--- config.mk ---
export PLATFORM = sky130hd
export DESIGN_NAME = sfir_ctrl
export DESIGN_NICKNAME = d
export VERILOG_FILES = /design/src/rtl/sfir_pkg.sv /design/src/rtl/sfir_ctrl.sv
export SDC_FILE = /design/constraint.sdc
export NUM_CORES = 1
export LEC_CHECK = 0
export BUFFER_PORTS_ARGS = -buffer_cell sky130_fd_sc_hd__buf_4
export CORE_MARGIN = 2
export CORE_UTILIZATION = 56
export CTS_BUF_LIST = sky130_fd_sc_hd__clkbuf_8
export DETAILED_ROUTE_END_ITERATION = 12
export PLACE_DENSITY = 0.89
export SETUP_SLACK_MARGIN = 0.4
export SYNTH_ARGS = -nofsm -noshare
export SYNTH_HDL_FRONTEND = slang
export SYNTH_SLANG_ARGS = --single-unit
export TNS_END_PERCENT = 50
--- constraint.sdc ---
create_clock -name i_clk -period 2.1 [get_ports i_clk]
set_input_delay 0.21 -clock i_clk [delete_from_list [all_inputs] [get_ports i_clk]]
set_output_delay 0.21 -clock i_clk [all_outputs]
set_load 0.02 [all_outputs]
--- src/rtl/sfir_pkg.sv ---
// Shared types and constants of the symmetric FIR line filter.
package sfir_pkg;

    localparam int SAMPLE_W       = 8;
    localparam int OUT_W          = 8;
    localparam int COEF_W         = 16;
    localparam int PROD_W         = SAMPLE_W + COEF_W;
    localparam int NUM_TAPS       = 16;
    localparam int TAP_IDX_W      = 4;
    localparam int TAPS_PER_GROUP = 4;
    localparam int NUM_GROUPS     = 4;
    localparam int GROUP_W        = 64;
    localparam int RADIUS_W       = 5;
    localparam int CFG_IDX_W      = 3;

    localparam logic [RADIUS_W-1:0] RADIUS_RESET = RADIUS_W'(2);

    // Configuration register indexes.
    localparam logic [CFG_IDX_W-1:0] CFG_RADIUS = 3'd0;
    localparam logic [CFG_IDX_W-1:0] CFG_COEF_A = 3'd1;
    localparam logic [CFG_IDX_W-1:0] CFG_COEF_B = 3'd2;
    localparam logic [CFG_IDX_W-1:0] CFG_COEF_C = 3'd3;
    localparam logic [CFG_IDX_W-1:0] CFG_COEF_D = 3'd4;

    typedef enum logic [0:0] {
        ST_IDLE,
        ST_PASS
    } t_state;

    // Strobes from the controller to the cell row and the result register.
    typedef struct packed {
        logic shift;
        logic capture;
    } t_ctrl;

endpackage

--- src/rtl/sfir_ctrl.sv ---
// Sequencer: fill count, accumulation pass counter and result handshake.
module sfir_ctrl
    import sfir_pkg::*;
#(
    parameter int MAX_RADIUS = 16
) (
    input  logic                                 i_clk,
    input  logic                                 i_rst_n,
    input  logic                                 i_valid,
    output logic                                 o_ready,
    input  logic                                 i_line_start,
    input  logic [$clog2(2*MAX_RADIUS)-1:0]      i_len,
    output logic                                 o_valid,
    input  logic                                 i_ready,
    output t_ctrl                                o_ctrl
);

    localparam int WIN    = 2 * MAX_RADIUS - 1;
    localparam int FILL_W = $clog2(WIN + 1);

    t_state              r_state, n_state;
    logic [FILL_W-1:0]   r_fill, n_fill;
    logic [FILL_W-1:0]   r_cnt, n_cnt;
    logic                r_out_valid, n_out_valid;
    logic [FILL_W-1:0]   w_fill_upd;
    logic                w_accept;

    always_ff @(posedge i_clk) begin
        if (!i_rst_n) begin
            r_state     <= ST_IDLE;
            r_fill      <= '0;
            r_cnt       <= '0;
            r_out_valid <= 1'b0;
        end else begin
            r_state     <= n_state;
            r_fill      <= n_fill;
            r_cnt       <= n_cnt;
            r_out_valid <= n_out_valid;
        end
    end

    always_comb begin
        o_ready  = (r_state == ST_IDLE);
        w_accept = i_valid && o_ready;
        if (i_line_start) begin
            w_fill_upd = FILL_W'(1);
        end else if (r_fill < FILL_W'(WIN)) begin
            w_fill_upd = r_fill + FILL_W'(1);
        end else begin
            w_fill_upd = r_fill;
        end

        n_state        = r_state;
        n_fill         = r_fill;
        n_cnt          = r_cnt;
        o_ctrl.shift   = 1'b0;
        o_ctrl.capture = 1'b0;

        case (r_state)
            ST_IDLE: begin
                if (w_accept) begin
                    o_ctrl.shift = 1'b1;
                    n_fill       = w_fill_upd;
                    if (w_fill_upd >= i_len) begin
                        n_state = ST_PASS;
                        n_cnt   = '0;
                    end
                end
            end
            ST_PASS: begin
                if (r_cnt != FILL_W'(WIN)) begin
                    n_cnt = r_cnt + FILL_W'(1);
                end else if (!r_out_valid || i_ready) begin
                    o_ctrl.capture = 1'b1;
                    n_state        = ST_IDLE;
                end
            end
            default: begin
                n_state = ST_IDLE;
            end
        endcase

        if (o_ctrl.capture) begin
            n_out_valid = 1'b1;
        end else if (r_out_valid && i_ready) begin
            n_out_valid = 1'b0;
        end else begin
            n_out_valid = r_out_valid;
        end
    end

    assign o_valid = r_out_valid;

endmodule

; Word-level counts from Yosys, hierarchy flattened
; Cells that the tools add are included.
[word_totals]
ff_bits = 12
in_bits = 10
output_inout_bits = 4
elab_cells = 38
[op_classes]
n_addsub = 2
order_cmp = 2
n_eq_ne = 4
n_mux = 18
bitwise = 1
reduce_logical = 7
[ops]
columns = cell, count
row1 = 5-bit 2-to-1 mux, 5
row2 = 1-bit 2-to-1 mux, 11
row3 = "5-bit by 1-bit adder with 5-bit output, second input constant", 2
row4 = 5-bit case mux with 2 select lines, 1
row5 = "2-bit by 1-bit inequality test with 1-bit output, second input constant", 3
row6 = 5-bit greater-or-equal comparator, 1
row7 = "5-bit < comparator, second input constant", 1
row8 = "5-bit inequality test, second input constant", 1
row9 = 3-bit AND reduction, 1
row10 = 1-bit logical AND, 2
row11 = 1-bit case mux with 2 select lines, 1
row12 = 2-bit AND reduction, 1
row13 = 2-bit nonzero test, 1
row14 = 1-bit zero test, 1
row15 = 1-bit logical OR, 1
row16 = 1-bit NOT, 1

; Longest topological paths before layout
[depth]
word_depth = 7
depth_mapped = 9
mapped_depth_nobuf = 9

; Worst setup path after synthesis
; OpenSTA, ideal clock, no wires.
[synth_timing]
path_type = reg-to-reg
from = register r_fill[1]
to = register r_state
setup_ns = 0.115
t_arrival_ns = 1.724
t_required_ns = 1.985
slack_ns = 0.261
stages_incl_launch_ff = 9
synth_period_minus_slack_ns = 1.839
path_cell_list = dfxtp_1 ha_1 nand3_1 a211oi_2 ha_1 a21o_1 nand2_1 o21ai_1 o21a_1
[synth_via]
elab_chain_len = 7
elab_cells_between_ends = 8
classes_between = add/sub (1) / order compare (2) / mux (5)
[synth_lines]
columns = element, line
row1 = from (decl), sfir_ctrl.sv:22  ; logic [FILL_W-1:0] r_fill, n_fill;
row2 = from (signal assigned), sfir_ctrl.sv:36  ; r_fill <= n_fill;
row3 = 5-bit by 1-bit adder with 5-bit output / 5-bit < comparator (equally long branches), "sfir_ctrl.sv:48, sfir_ctrl.sv:47"
row4 = 5-bit 2-to-1 mux *, sfir_ctrl.sv:47  ; end else if (r_fill < FILL_W'(WIN)) begin
row5 = 5-bit 2-to-1 mux *, sfir_ctrl.sv:45  ; if (i_line_start) begin
row6 = net w_fill_upd[4], sfir_ctrl.sv:25  ; logic [FILL_W-1:0] w_fill_upd;
row7 = 5-bit greater-or-equal comparator *, sfir_ctrl.sv:64  ; if (w_fill_upd >= i_len) begin
row8 = 1-bit 2-to-1 mux *, sfir_ctrl.sv:64
row9 = 1-bit 2-to-1 mux *, sfir_ctrl.sv:61  ; if (w_accept) begin
row10 = 1-bit case mux with 2 select lines *, sfir_ctrl.sv:59  ; case (r_state)
row11 = to (signal assigned), sfir_ctrl.sv:35  ; r_state <= n_state;
row12 = to (decl), sfir_ctrl.sv:21  ; t_state r_state, n_state;
; Mark *: on every way through the listed nets, which the timed path passes. The rest lies on a longest branch.
; A chain may end at the register's enable or synchronous reset.

; Worst setup path in the final report
[layout_timing]
from = register r_fill[0]
to = register r_cnt[2]
[layout_via]
elab_chain_len = 6
elab_cells_between_ends = 7
classes_between = add/sub (1) / order compare (2) / eq/ne (1) / mux (2) / reduce/logical (1)
[layout_lines]
columns = element, line
row1 = 5-bit by 1-bit adder with 5-bit output / 5-bit < comparator (equally long branches), "sfir_ctrl.sv:48, sfir_ctrl.sv:47"
row2 = 5-bit 2-to-1 mux *, sfir_ctrl.sv:47
row3 = 5-bit 2-to-1 mux *, sfir_ctrl.sv:45
row4 = net w_fill_upd[4], sfir_ctrl.sv:25
row5 = 5-bit greater-or-equal comparator *, sfir_ctrl.sv:64
row6 = 2-bit by 1-bit inequality test with 1-bit output (no line) *, -
row7 = 3-bit AND reduction (no line) *, -
row8 = to (signal assigned), sfir_ctrl.sv:37  ; r_cnt <= n_cnt;
row9 = to (decl), sfir_ctrl.sv:23  ; logic [FILL_W-1:0] r_cnt, n_cnt;
; Marked as above.

==> flow_metrics.py <==
metrics = {
    "place": {
        "io_buffers": 13,
        "dp.final_hpwl_um": 1290,
        "dp_cells": 116,
        "gp_congestion": 0.816,
    },
    "critical_path": {
        "rr_worst_depth": 9,
        "cp.arrival_ps": 2040,
        "critical_path_class": "reg -> reg",
        "critPathRequiredTime_ps": 2230,
        "cp-startpoint": "r_fill[0]",
        "r2r_start": "r_fill[0]",
        "r2r_end": "r_cnt[2]",
        "critPathSlowestCell": "dfxtp_4",
        "crit_chain": "ha_4, nand3_4, nor3_4, a211oi_4, ha_4, a21o_1, nand2_2, o21a_1, and3_1",
        "cp_max_fo": 4,
        "cpPeakStageDelay_ps": 380,
        "rrSetupSlack_ps": 190,
        "end_kind": "register",
        "critPathCapture": "r_cnt[2]",
        "path_common_cell": "ha_4",
        "start_kind": "register",
    },
    "routing": {
        "firstDrtPassIters": 4,
        "drt-initial-drc-count": 39,
        "wl_per_cell_um": 19.2,
        "drc": 0,
        "via_per_inst": 6.47,
        "wirelength_um": 2400,
        "final_antenna_net_count": 0,
        "via_count": 809,
    },
    "final_layout": {
        "ff_latch_area_sq_um": 256,
        "utilization_pct": 86.9,
        "finalNonFillerCells": 125,
        "drive_above_1_share_pct": 43.6,
        "fill_cells": 60,
        "n_antenna_cell": 0,
        "multi_input_area_sq_um": 632,
        "area_growth_pct": 44.9,
        "final_nets": 129,
    },
    "logic_synthesis": {
        "synth_ff_type": "dfxtp_1",
        "async_flop_share_pct": 0,
        "yosys.area.top_type_share_pct": 30.8,
        "yosys_warnings": 0,
        "yosysMostFrequentCell": "dfxtp_1",
        "synth.area.top_cells": "dfxtp_1, ha_1, nand3_1",
        "ys_seq_area_share_pct": 30.8,
        "synth_edf_count": 0,
        "synth_fp_nets": 110,
        "synth-seq-cells": 12,
        "ys_types": 34,
        "syn-cell-area_sq_um": 781,
        "syn_inst": 92,
        "yosysTopAreaCell": "dfxtp_1",
        "syn_avg_cell_area_sq_um": 8.49,
        "yosys-top-cells-count": "dfxtp_1, nand2_1, nand3_1",
    },
    "sta": {
        "fmax_mhz": 525,
        "rsz0062_at_grt": "yes",
        "clock_skew_ps": 3.11,
        "finalCritPeriodShare_pct": 90.8,
        "report.final.slew_viol_count": 0,
        "finalSetupTns_ps": 0,
        "relSlewSlack_pct": 62.8,
        "hold_viol": 0,
        "setup_viol": 0,
        "fin_crit_ps": 1910,
        "max_slew.worst_pin.slew_ps": 556,
    },
    "clocking": {
        "cts.sinks": 12,
        "cts_tree": "done",
        "cts_root_buf": "clkbuf_8",
        "ctsHtreeMaxLevel": 1,
        "numCtsBuffers": 3,
        "cts_buffer_depth": 2,
        "clk-insertion-delay-late_ps": 240,
        "clkSlewWorstSetupHoldPaths_ps": 60,
    },
    "power_and_ir_drop": {
        "p_leak_nw": 0.476,
        "cellPowerDensity_nw_per_um2": 513,
        "vdd_drop_max_uv": 669,
        "power_mw": 0.581,
    },
    "floorplan": {
        "core-area_sq_um": 1300,
        "rows": 13,
        "die_area_sq_um": 1710,
        "die_h_um": 41.3,
        "ioPinCount": 14,
        "initial_core_util_pct": 60.0,
        "die_x_um": 41.3,
    },
    "global_route": {
        "grt_pass1_wl_um": 2840,
        "grt-ovfl-total": 0,
        "first_global_vias": 686,
        "grt_usage_pct": 26.9,
        "antenna_found_initial": 0,
        "grt_max_degree": 18,
    },
    "min_path": {
        "hold_path_class": "in -> reg",
    },
    "status": {
        "status": "finished clean",
    },
    "run": {
        "cap_violations": 0,
    },
}
registers in the layout (all words and copies together) (netlist names):
signal,cells
r_cnt,5
r_fill,5
o_valid,1
r_state,1
placed cells by master, fill, tap and decap left out, drive strengths merged, types with 2 or more instances in the layout:
| master | netlist | layout |
|---|---|---|
| xnor2 | 3 | 3 |
| nand2 | 9 | 9 |
| nand2b | 3 | 3 |
| nor2 | 3 | 3 |
| a31oi | 2 | 2 |
| dfxtp | 12 | 12 |
| and3 | 4 | 4 |
| nand4 | 2 | 2 |
| a21o | 3 | 3 |
| ha | 8 | 8 |
| a21oi | 3 | 3 |
| o21a | 2 | 2 |
| inv | 7 | 7 |
| nand3 | 9 | 9 |
| clkbuf | 3 | 4 |
| o21ai | 4 | 4 |
| buf | 2 | 19 |
| o32ai | 2 | 2 |
| a31o | 2 | 2 |
how the worst min path moves through the flow:
stage / from / endpoint / slack, ps / cells past startpoint
floorplan: r_cnt[4] / r_cnt[4] / 440 / 2
global placement: r_cnt[4] / r_cnt[4] / 460 / 2
detailed placement: r_cnt[4] / r_cnt[4] / 470 / 2
CTS: i_line_start / r_fill[3] / 240 / 2
global route: i_line_start / r_fill[3] / 280 / 2
finish: i_line_start / r_fill[3] / 280 / 2
per-layer routing:
layer	wire length, um	GRT usage [%]	vias to the layer above
met4	115	16.9	0
met1	970	31.7	378
met3	197	7.98	16
met5	0	0	-
li1	-	-	363
met2	1110	42.6	52
power by group:
part | switching [mW] | internal [mW] | total (mW)
logic | 0.0471 | 0.0428 | 0.0899
registers | 0.00656 | 0.229 | 0.235
clock network | 0.0897 | 0.166 | 0.256
total | 0.143 | 0.437 | 0.581
timing repair:
action / 4_1_cts / 5_1_grt
pin swaps: 9 / 8
hold endpoints to repair: 0 / 0
endpoints found under the setup margin: 7 / 7
buffers inserted: 4 / 1
gates resized for setup: 7 / 13
hold buffers: 0 / 0
worst max-delay path: cells and delay by family (launching register included):
family,cells,cell delay [ps]
simple gates,4,580
fa+ha+maj,2,460
flops,1,380
compound gates,3,370
logic make-up after synthesis:
kind of cell	share of synthesized area, %
compound gates	20.8
fa+ha+maj	12.8
flops	30.8
xor+xnor	3.37
simple gates	24.5
mux	1.28
buf+inv	6.41
final cells by class:
class	instances	share of cell area, %
multi-input cells	68	55.9
flip-flops and latches	12	22.7
inverters	7	2.32
clock buffers	4	4.87
repair buffers	19	12.6
well taps	15	1.66
stage by stage:
stage	hold slack (ps)	cell area [sq um]	setup slack [ps]
after floorplan	444	823	349
after global placement	457	923	236
after detailed placement	469	923	183
after CTS	237	1040	276
after global routing	281	1130	106
final	280	1130	194
Power figures use the tool's default switching activity.
