$ cat config.mk
export PLATFORM = sky130hd
export DESIGN_NAME = sfir_cell
export DESIGN_NICKNAME = d
export VERILOG_FILES = /design/src/rtl/sfir_pkg.sv /design/src/rtl/sfir_cell.sv
export SDC_FILE = /design/constraint.sdc
export NUM_CORES = 1
export LEC_CHECK = 0
export BUFFER_PORTS_ARGS = -buffer_cell sky130_fd_sc_hd__buf_2
export CAP_MARGIN = 30
export CELL_PAD_IN_SITES_DETAIL_PLACEMENT = 0
export CELL_PAD_IN_SITES_GLOBAL_PLACEMENT = 1
export CORE_UTILIZATION = 30
export CTS_CLUSTER_SIZE = 25
export DETAILED_ROUTE_END_ITERATION = 12
export GPL_TIMING_DRIVEN = 0
export PLACE_DENSITY_LB_ADDON = 0.1
export SYNTH_ARGS = -nofsm -noshare
export SYNTH_HDL_FRONTEND = slang
export SYNTH_SLANG_ARGS = --single-unit
$ cat constraint.sdc
create_clock -name i_clk -period 7 [get_ports i_clk]
set_input_delay 1.05 -clock i_clk [delete_from_list [all_inputs] [get_ports i_clk]]
set_output_delay 1.05 -clock i_clk [all_outputs]
set_load 0.02 [all_outputs]
$ cat src/rtl/sfir_pkg.sv
// Shared types and constants of the symmetric FIR line filter.
package sfir_pkg;

    localparam int SAMPLE_W       = 8;
    localparam int OUT_W          = 8;
    localparam int COEF_W         = 16;
    localparam int PROD_W         = SAMPLE_W + COEF_W;
    localparam int NUM_TAPS       = 16;
    localparam int TAP_IDX_W      = 4;
    localparam int TAPS_PER_GROUP = 4;
    localparam int NUM_GROUPS     = 4;
    localparam int GROUP_W        = 64;
    localparam int RADIUS_W       = 5;
    localparam int CFG_IDX_W      = 3;

    localparam logic [RADIUS_W-1:0] RADIUS_RESET = RADIUS_W'(2);

    // Configuration register indexes.
    localparam logic [CFG_IDX_W-1:0] CFG_RADIUS = 3'd0;
    localparam logic [CFG_IDX_W-1:0] CFG_COEF_A = 3'd1;
    localparam logic [CFG_IDX_W-1:0] CFG_COEF_B = 3'd2;
    localparam logic [CFG_IDX_W-1:0] CFG_COEF_C = 3'd3;
    localparam logic [CFG_IDX_W-1:0] CFG_COEF_D = 3'd4;

    typedef enum logic [0:0] {
        ST_IDLE,
        ST_PASS
    } t_state;

    // Strobes from the controller to the cell row and the result register.
    typedef struct packed {
        logic shift;
        logic capture;
    } t_ctrl;

endpackage

$ cat src/rtl/sfir_cell.sv
// One window cell: holds a sample and its tap, adds its product to the passing sum.
module sfir_cell
    import sfir_pkg::*;
#(
    parameter int ACC_W = 29
) (
    input  logic                i_clk,
    input  logic                i_rst_n,
    input  logic                i_shift,
    input  logic [SAMPLE_W-1:0] i_sample,
    input  logic [COEF_W-1:0]   i_coef,
    input  logic [ACC_W-1:0]    i_psum,
    output logic [SAMPLE_W-1:0] o_sample,
    output logic [ACC_W-1:0]    o_psum
);

    logic [SAMPLE_W-1:0] r_sample;
    logic [COEF_W-1:0]   r_coef;
    logic [ACC_W-1:0]    r_psum;
    logic [ACC_W-1:0]    n_psum;
    logic [PROD_W-1:0]   w_prod;

    always_comb begin
        w_prod = r_coef * r_sample;
        n_psum = i_psum + ACC_W'(w_prod);
    end

    always_ff @(posedge i_clk) begin
        if (!i_rst_n) begin
            r_sample <= '0;
        end else if (i_shift) begin
            r_sample <= i_sample;
        end
    end

    // Sum advances every cycle; it settles once sample and tap hold still.
    always_ff @(posedge i_clk) begin
        if (i_shift) begin
            r_coef <= i_coef;
        end
        r_psum <= n_psum;
    end

    assign o_sample = r_sample;
    assign o_psum   = r_psum;

endmodule

# Word-level counts from Yosys, hierarchy flattened
# Index checks and enable logic that the tools add are counted.
[op_classes]
bitwise_logic = 0
n_mux = 0
multipliers = 1
n_reduce_logical = 0
n_lt_le_gt_ge = 0
addsub = 1
eq_ne = 0
shifts = 0
div_mod_pow = 0
[ops]
columns = ["operator", "count"]
rows = [
  ["$add A29 B24 Y29", 1],
  ["$mul A16 B8 Y24", 1],
]
[word_totals]
latchBits = 0
ram_bits = 0
rom_bits = 0
reg_bits = 53
memories = 0
out_inout_bits = 37
word_cells = 5
in_bits = 56

# Logic depth before layout (Yosys ltp)
# Gate-level depths: netlist (run 1).
[depth]
depth_word = 2
depth_mapped = 19
ltp_nobuf = 17

# Least setup slack after synthesis (run 1)
# Ideal clock, no wire load.
[synth_path]
path_type = "input to register"
startpoint = "in i_psum[7]"
endpoint = "reg r_psum[28] (netlist: o_psum[28])"
t_arrival_ps = 4634
cell_stages = 15
n_path_buf = 0
setup_slack_ps = 2248
required_ps = 6882
setup_time_ps = 118
cell_sequence = "inv_1 -> fa_1 -> inv_1 -> fa_1 -> fa_1 -> inv_1 -> fa_1 -> inv_1 -> ha_1 -> and3_1 -> a211oi_4 -> o311ai_4 -> a21oi_2 -> o31a_1 -> xnor2_1"
[synth_between]
elab_chain_cells = 1
[synth_lines]
columns = ["element", "line_no", "rtl"]
rows = [
  ["start: declaration", "sfir_cell.sv:12", "input logic [ACC_W-1:0] i_psum,"],
  ["$add A29 B24 Y29", "sfir_cell.sv:25", "n_psum = i_psum + ACC_W'(w_prod);"],
  ["named net n_psum[28]", "sfir_cell.sv:20", "logic [ACC_W-1:0] n_psum;"],
  ["end signal: assignment", "sfir_cell.sv:41", "r_psum <= n_psum;"],
  ["end: declaration", "sfir_cell.sv:19", "logic [ACC_W-1:0] r_psum;"],
]
# The timed path passes the listed nets, and every way through them passes these cells.
# A chain may end at the register's enable or synchronous reset.

# Worst setup path after layout (run 1)
[layout_path]
startpoint = "reg r_sample[0] (netlist: o_sample[0])"
endpoint = "reg r_psum[28] (netlist: o_psum[28])"
[layout_between]
elab_chain_cells = 2
[layout_lines]
columns = ["element", "line_no", "rtl"]
rows = [
  ["start: declaration", "sfir_cell.sv:17", "logic [SAMPLE_W-1:0] r_sample;"],
  ["start signal: assignment", "sfir_cell.sv:32", "r_sample <= i_sample;"],
  ["$mul A16 B8 Y24", "sfir_cell.sv:24", "w_prod = r_coef * r_sample;"],
  ["$add A29 B24 Y29", "sfir_cell.sv:25", ""],
  ["named net n_psum[28]", "sfir_cell.sv:20", ""],
]
# The timed path passes the listed nets, and every way through them passes these cells.

==> flow_summary_export.csv, run 1 <==
group,metric,value,unit
outcome,status,"finished, final reports clean",
synthesis,synth_warnings,0,
sta,worst_pin_slew,579.7,ps
setup_path,arrival,5570,ps
routing,routed_via_density,4.417,
clock_network,numCtsBuffers,5,
synthesis,synth_top_family_by_area,"adder cells",
clock_network,cts.sinks,53,
finish,nets,997,
grt,grt_start_max_net_pins,18,
grt,grt_pass1_wl,26290,µm
clock_network,hold_buffers,0,
sta,setup_viol_count_final,0,
grt,grt_use_total,15.47,%
floorplan,die_area,22090,µm²
setup_path,reg2regPathDepth,17,
finish,antenna_cells,0,
power,power,1.938,mW
synthesis,synth-compound-area-share,7.816,%
synthesis,synthesis.nets,898,
grt,use_met3,1.994,%
sta,fin_ws,1665,ps
synthesis,syn_inst,687,
worst_hold_path,hold_path.startpoint,"o_sample[3]",
floorplan,die_x,148.6,µm
sta,tns,0,ps
clock_network,cts-resized-gates,0,
place,dp_hpwl,12780,µm
synthesis,ys_ff_latch,53,
synthesis,avgSynthCellArea,9.390,µm²
clock_network,post_cts_buffers,0,
grt,grt_pass1_vias,5430,
floorplan,start_util,30.69,%
clock_network,htreeDepth,2,
clock_network,cts_tree,"done",
sta,hold_viol_final,0,
floorplan,num_rows,53,
setup_path,crit_fanout,10,
synthesis,muxShareOfSynthArea,1.416,%
setup_path,critPathKind,"reg2reg",
floorplan,io_pins,93,
synthesis,synth-xor-area-share,2.987,%
setup_path,r2r_slack,1660,ps
sta,holdWs,684.3,ps
worst_hold_path,hold_path_class,"reg2reg",
setup_path,r2r_end,"o_psum[28]",
setup_path,startpoint_type,"flip-flop",
sta,drv_slew,0,
sta,slew_headroom,61.35,%
setup_path,cp_data_required_time,7230,ps
job,cap_violations,0,
synthesis,ys_seq_area_share,18.93,%
finish,finalNonFillerCells,1062,
routing,drt_iter0_markers,108,
place,dpl_cell_area,7256,µm²
grt,grt_busiest_layer,"met2",
routing,wl,15290,µm
synthesis,ys_types,51,
routing,via_count,4691,
power,leakage,3.854,nW
clock_network,clockBufferDepth,2,
sta,max_freq,187.4,MHz
floorplan,fp.coreArea,21020,µm²
clock_network,cts_root_buffer,"clkbuf_16",
sta,rsz0062_at_grt,"no",
routing,first_pass_iters,4,
sta,finalClockSkew,7.281,ps
worst_hold_path,min_path_cells,2,
worst_hold_path,hold_end,"o_sample[3]",
sta,period_minus_slack,5335,ps
setup_path,regToRegStartpoint,"o_sample[0]",
place,routabilityCongestion,0.7866,
routing,routedWlPerCell,14.40,µm
synthesis,netlist_area,6451,µm²
finish,design_area,7446,µm²
grt,gr-total-overflow,0,
synthesis,synthAdderAreaFrac,42.40,%
sta,layout_worst_path_cycle_share,76.22,%
power,powerDensity,260.2,nW/µm²
power,ir_worst_vdd,0.1152,mV
place,portBuffers,92,
place,dpl_worst_slack,1610,ps
routing,route.detailed.drc,0,
place,dp.cells,1054,
finish,areaGrowthSynthToFinish,15.42,%
synthesis,synthSimpleGateAreaFrac,15.54,%
clock_network,cts.clk_slew.worst_paths,70,ps
grt,grt_antenna_before_repair,0,
floorplan,die_y,148.6,µm
clock_network,clk_latency,300,ps
setup_path,endpoint_kind,"flip-flop",
routing,ant_nets,0,
finish,finish.utilization,35.42,%
grt,gr-usage-met1,18.76,%
finish,drive_above_1_share,15.25,%
grt,grtUsageMet2,28.64,%
-- state kept, by name (all words and copies together) (netlist names) --
register	cells
r_coef	16
o_psum	29
o_sample	8
-- routing by layer --
| layer | vias up | routed length, µm |
|---|---|---|
| li1 | 2264 | - |
| met1 | 2347 | 6693 |
| met2 | 68 | 7952 |
| met3 | 12 | 435 |
| met4 | 0 | 208 |
| met5 | - | 0 |
-- area by class of cell --
| class | instances | area (µm²) |
|---|---|---|
| Sequential cell | 53 | 1221 |
| Clock inverter | 3 | 65.06 |
| Multi-Input combinational cell | 448 | 4526 |
| Fill cell | 2229 | 13580 |
| Clock buffer | 5 | 125.1 |
| Buffer | 16 | 66.31 |
| Inverter | 170 | 638.1 |
| Timing Repair Buffer | 92 | 460.4 |
| Tap cell | 275 | 344.1 |
-- cell usage after synthesis, drive strengths merged --
library cell  count  share of area (%)
a211oi            3               0.62
a21o              6               0.72
a21oi            23                1.9
a221oi            1               0.14
a41oi             3               0.52
and2             78                7.6
and3              3               0.37
buf               4               0.31
clkbuf           12               0.72
dfxtp            37                 11
edfxtp           16                7.4
fa              106                 33
ha               49                9.5
inv             170                9.9
mux2              1               0.17
mux2i             8                1.2
nand2            72                4.2
nand2b            1              0.097
nand3             5               0.39
nand4             5               0.48
nor2             11               0.64
nor2b            11                1.1
nor3              1              0.078
o2111a            1               0.17
o2111ai           1               0.14
o211a             1               0.16
o21a              7               0.93
o21ai            14                1.1
o21bai            5               0.58
o311ai            1               0.41
o31a              1               0.14
o31ai             1               0.12
o41ai             1               0.14
or2               3               0.29
or2b              1               0.14
or3               1              0.097
or4               1               0.12
xnor2            15                2.0
xor2              7               0.95
-- worst max-delay path: stages (launching register included) --
cell and delay [ps]:
dfxtp_1 330, clkbuf_1 400, clkbuf_1 470, nand2_1 180, fa_1 530, inv_1 50, fa_1 500, inv_1 60
fa_1 480, fa_1 490, inv_1 40, ha_1 340, and3_1 240, a211oi_4 380, o311ai_4 150, a21oi_2 290
o31a_1 200, xnor2_1 110
-- placed cells by master (no fill, tap or decap), types with 3 or more instances in the layout --
cell type  Yosys  layout
inv_1        170     170
fa_1         106     106
buf_2          4      96
and2_1        77      77
nand2_1       72      72
ha_1          49      49
dfxtp_1       37      37
a21oi_1       21      21
edfxtp_1      16      16
xnor2_1       15      15
clkbuf_1      11      11
nor2b_1       11      11
nor2_1        11      11
o21ai_0       10      10
mux2i_1        8       8
xor2_1         7       7
o21a_1         6       6
a21o_1         5       5
nand4_1        5       5
o21bai_1       5       5
nand3_1        5       5
clkbuf_16      0       5
o21ai_1        3       3
-- power by group --
group          internal, mW  total (mW)  switching [mW]
Clock                 0.205       0.324           0.119
Sequential            0.406       0.445          0.0394
Combinational         0.454        1.17           0.715
-- worst max-delay path by stage --
stage	startpoint	to	slack (ps)	cells after the start
after floorplan	i_psum[7]	o_psum[28]	2250	15
after global placement	o_sample[0]	o_psum[26]	1610	17
after detailed placement	o_sample[0]	o_psum[26]	1610	17
after CTS	o_sample[0]	o_psum[28]	1580	17
after global routing	o_sample[0]	o_psum[28]	1290	17
final	o_sample[0]	o_psum[28]	1660	17
-- logic make-up (layout without fill, tap and decap cells) --
kind of cell / count (synthesis) / count (layout)
AOI/OAI and AO/OA: 69 / 69
xor gates and xnor gates: 22 / 22
adders and majority gates: 155 / 155
buffers and inverters: 186 / 286
DFF: 53 / 53
muxes: 9 / 9
and+or+nand+nor: 193 / 193
Power figures use the tool's default switching activity.
==> run 2, diff against run 1 <==
--- a/config.mk
+++ b/config.mk
@@ -5,6 +5,7 @@
 export SDC_FILE = /design/constraint.sdc
 export NUM_CORES = 1
 export LEC_CHECK = 0
+export ABC_AREA = 1
 export BUFFER_PORTS_ARGS = -buffer_cell sky130_fd_sc_hd__buf_2
 export CAP_MARGIN = 30
 export CELL_PAD_IN_SITES_DETAIL_PLACEMENT = 0
==> constraint.sdc (replaced) <==
create_clock -name i_clk -period 5.2 [get_ports i_clk]
set_input_delay 0.78 -clock i_clk [delete_from_list [all_inputs] [get_ports i_clk]]
set_output_delay 0.78 -clock i_clk [all_outputs]
set_load 0.02 [all_outputs]
==> flow_summary_export.csv, run 2 <==
group,metric,value,unit
clock_network,cts.clk_slew.worst_paths,80,ps
sta,period_minus_slack,4825,ps
place,portBuffers,92,
setup_path,regToRegStartpoint,"o_sample[0]",
grt,grt_use_total,16.55,%
synthesis,async_flop_share,0,%
clock_network,clockBufferDepth,2,
place,dp.cells,1363,
finish,antenna_cells,0,
synthesis,synth_top_area_share,30.29,%
synthesis,ys_types,25,
sta,rsz0062_at_grt,"no",
synthesis,ys_seq_area_share,17.43,%
power,ir_worst_vdd,0.1586,mV
clock_network,htreeDepth,2,
setup_path,arrival,5020,ps
clock_network,numCtsBuffers,5,
synthesis,avgSynthCellArea,7.313,µm²
clock_network,hold_buffers,0,
outcome,status,"finished, final reports clean",
setup_path,crit_fanout,10,
worst_hold_path,hold_path_class,"in2reg",
synthesis,synth_warnings,0,
clock_network,clk_latency,300,ps
place,dp_hpwl,15170,µm
synthesis,yosys_most_used_dff,"dfxtp_1",
synthesis,netlist_area,7005,µm²
floorplan,start_util,30.76,%
power,powerDensity,404.1,nW/µm²
setup_path,startpoint_type,"flip-flop",
sta,setup_viol_count_final,0,
synthesis,synth_common_cells,"inv_1 (308), nand2_1 (268), fa_1 (106), ha_1 (49), nor2_1 (46)",
setup_path,cp_data_required_time,5400,ps
grt,grt_start_max_net_pins,26,
routing,routed_via_density,4.055,
sta,worst_pin_slew,551.7,ps
grt,grt_pass1_vias,5967,
finish,drive_above_1_share,11.81,%
synthesis,ys_ff_latch,53,
routing,via_count,5559,
clock_network,cts.sinks,53,
setup_path,r2r_end,"o_psum[21]",
sta,layout_worst_path_cycle_share,92.78,%
worst_hold_path,hold_path.startpoint,"i_coef[13]",
synthesis,syn_inst,958,
power,leakage,4.953,nW
finish,design_area,8035,µm²
floorplan,die_y,154.8,µm
setup_path,reg2regPathDepth,20,
synthesis,yosysMostFrequentCell,"inv_1",
sta,drv_slew,0,
finish,layout_common_cells,"inv_1 (308), nand2_1 (268), fa_1 (106), buf_2 (92), ha_1 (49)",
routing,drt_iter0_markers,183,
finish,finalNonFillerCells,1371,
finish,areaGrowthSynthToFinish,14.70,%
routing,routedWlPerCell,12.99,µm
routing,route.detailed.drc,0,
grt,grt_pass1_wl,30180,µm
grt,grt_antenna_before_repair,0,
floorplan,num_rows,55,
sta,hold_viol_final,0,
power,power,3.247,mW
job,cap_violations,0,
floorplan,io_pins,93,
finish,largest_register_ffs,29,
setup_path,endpoint_kind,"flip-flop",
routing,ant_nets,0,
place,dpl_cell_area,7858,µm²
finish,nets,1268,
sta,slew_headroom,63.22,%
clock_network,cts_root_buffer,"clkbuf_16",
synthesis,synthesis.nets,1169,
floorplan,die_area,23970,µm²
setup_path,crit_end,"o_psum[21]",
routing,wl,17800,µm
grt,gr-total-overflow,0,
sta,finalClockSkew,7.281,ps
floorplan,fp.coreArea,22780,µm²
synthesis,synth_top_cell_by_area,"fa_1",
finish,final_common_cell,"inv_1",
sta,max_freq,207.3,MHz
synthesis,synth_edf_count,16,
floorplan,die_x,154.8,µm
setup_path,crit_start,"o_sample[0]",
clock_network,cts_tree,"done",
setup_path,critPathKind,"reg2reg",
place,routabilityCongestion,0.7867,
synthesis,synth.area.top_cells,"fa_1 (30%), inv_1 (17%), nand2_1 (14%), dfxtp_1 (11%), ha_1 (8.8%)",
routing,first_pass_iters,4,
setup_path,r2r_slack,380,ps
run 2: where the power goes:
part | internal (mW) | switching (mW)
Combinational | 0.784 | 1.49
Clock | 0.226 | 0.170
Sequential | 0.555 | 0.0215
Total | 1.56 | 1.68
run 2: per-layer routing:
metal / part of all wire (%) / GRT usage (%)
met5: 0 / 0
met4: 0.76 / 2.970
met2: 48 / 29.41
met3: 2.2 / 1.737
met1: 49 / 21.83
run 2: kinds of logic (layout without fill, tap and decap cells):
group / Yosys count / after routing / synth area share, %
adder cells (fa/ha/maj): 155 / 155 / 39.04
AO/OA/AOI/OAI: 36 / 36 / 2.697
XOR/XNOR: 13 / 13 / 1.625
buffers and inverters: 340 / 440 / 18.22
flip-flops: 53 / 53 / 17.43
AND/OR/NAND/NOR: 361 / 361 / 20.99
run 2: per-stage QoR:
step / util, % / TNS (ps) / setup slack [ps] / hold slack, ps
floorplan: - / 0 / 859.8 / 767.5
global placement: 34.50 / -215.2 / -113.4 / 828.5
detailed placement: 34.50 / -238.1 / -102.3 / 814.6
CTS: 35.23 / 0 / 122.5 / 634.5
global route: 35.28 / 0 / 30.68 / 631.1
finish: 35.28 / 0 / 375.3 / 644.9
run 2: final cells by class:
type	count	area, µm²
Fill cell	2561	14740
Multi-Input combinational cell	565	4508
Sequential cell	53	1221
Inverter	308	1156
Timing Repair Buffer	92	460.4
Tap cell	313	391.6
Buffer	32	131.4
Clock buffer	5	125.1
Clock inverter	3	41.29
run 2: worst max-delay path: stages (launching register included):
cell	delay (ps)
dfxtp_1	330
clkbuf_1	420
clkbuf_2	360
nand2_1	130
fa_1	530
inv_1	50
fa_1	480
fa_1	540
inv_1	50
fa_1	510
inv_1	50
ha_1	340
nand2_1	160
inv_1	50
nand2_1	60
nand2_1	90
nand3b_1	240
nand2_1	150
nand2_1	60
nand2_1	50
nand2_1	60
run 2: worst min path at each step:
| stage | slack [ps] | depth (start not counted) | endpoint |
|---|---|---|---|
| after CTS | 630 | 1 | r_coef[14] |
| after global routing | 630 | 1 | r_coef[12] |
| after floorplan | 770 | 4 | o_psum[0] |
| final | 640 | 1 | r_coef[13] |
| after detailed placement | 810 | 3 | o_sample[6] |
| after global placement | 830 | 3 | o_sample[6] |
run 2: what timing repair did:
action,CTS,global route
endpoints found under the setup margin,7,17
resized for setup,1,16
setup buffers,0,0
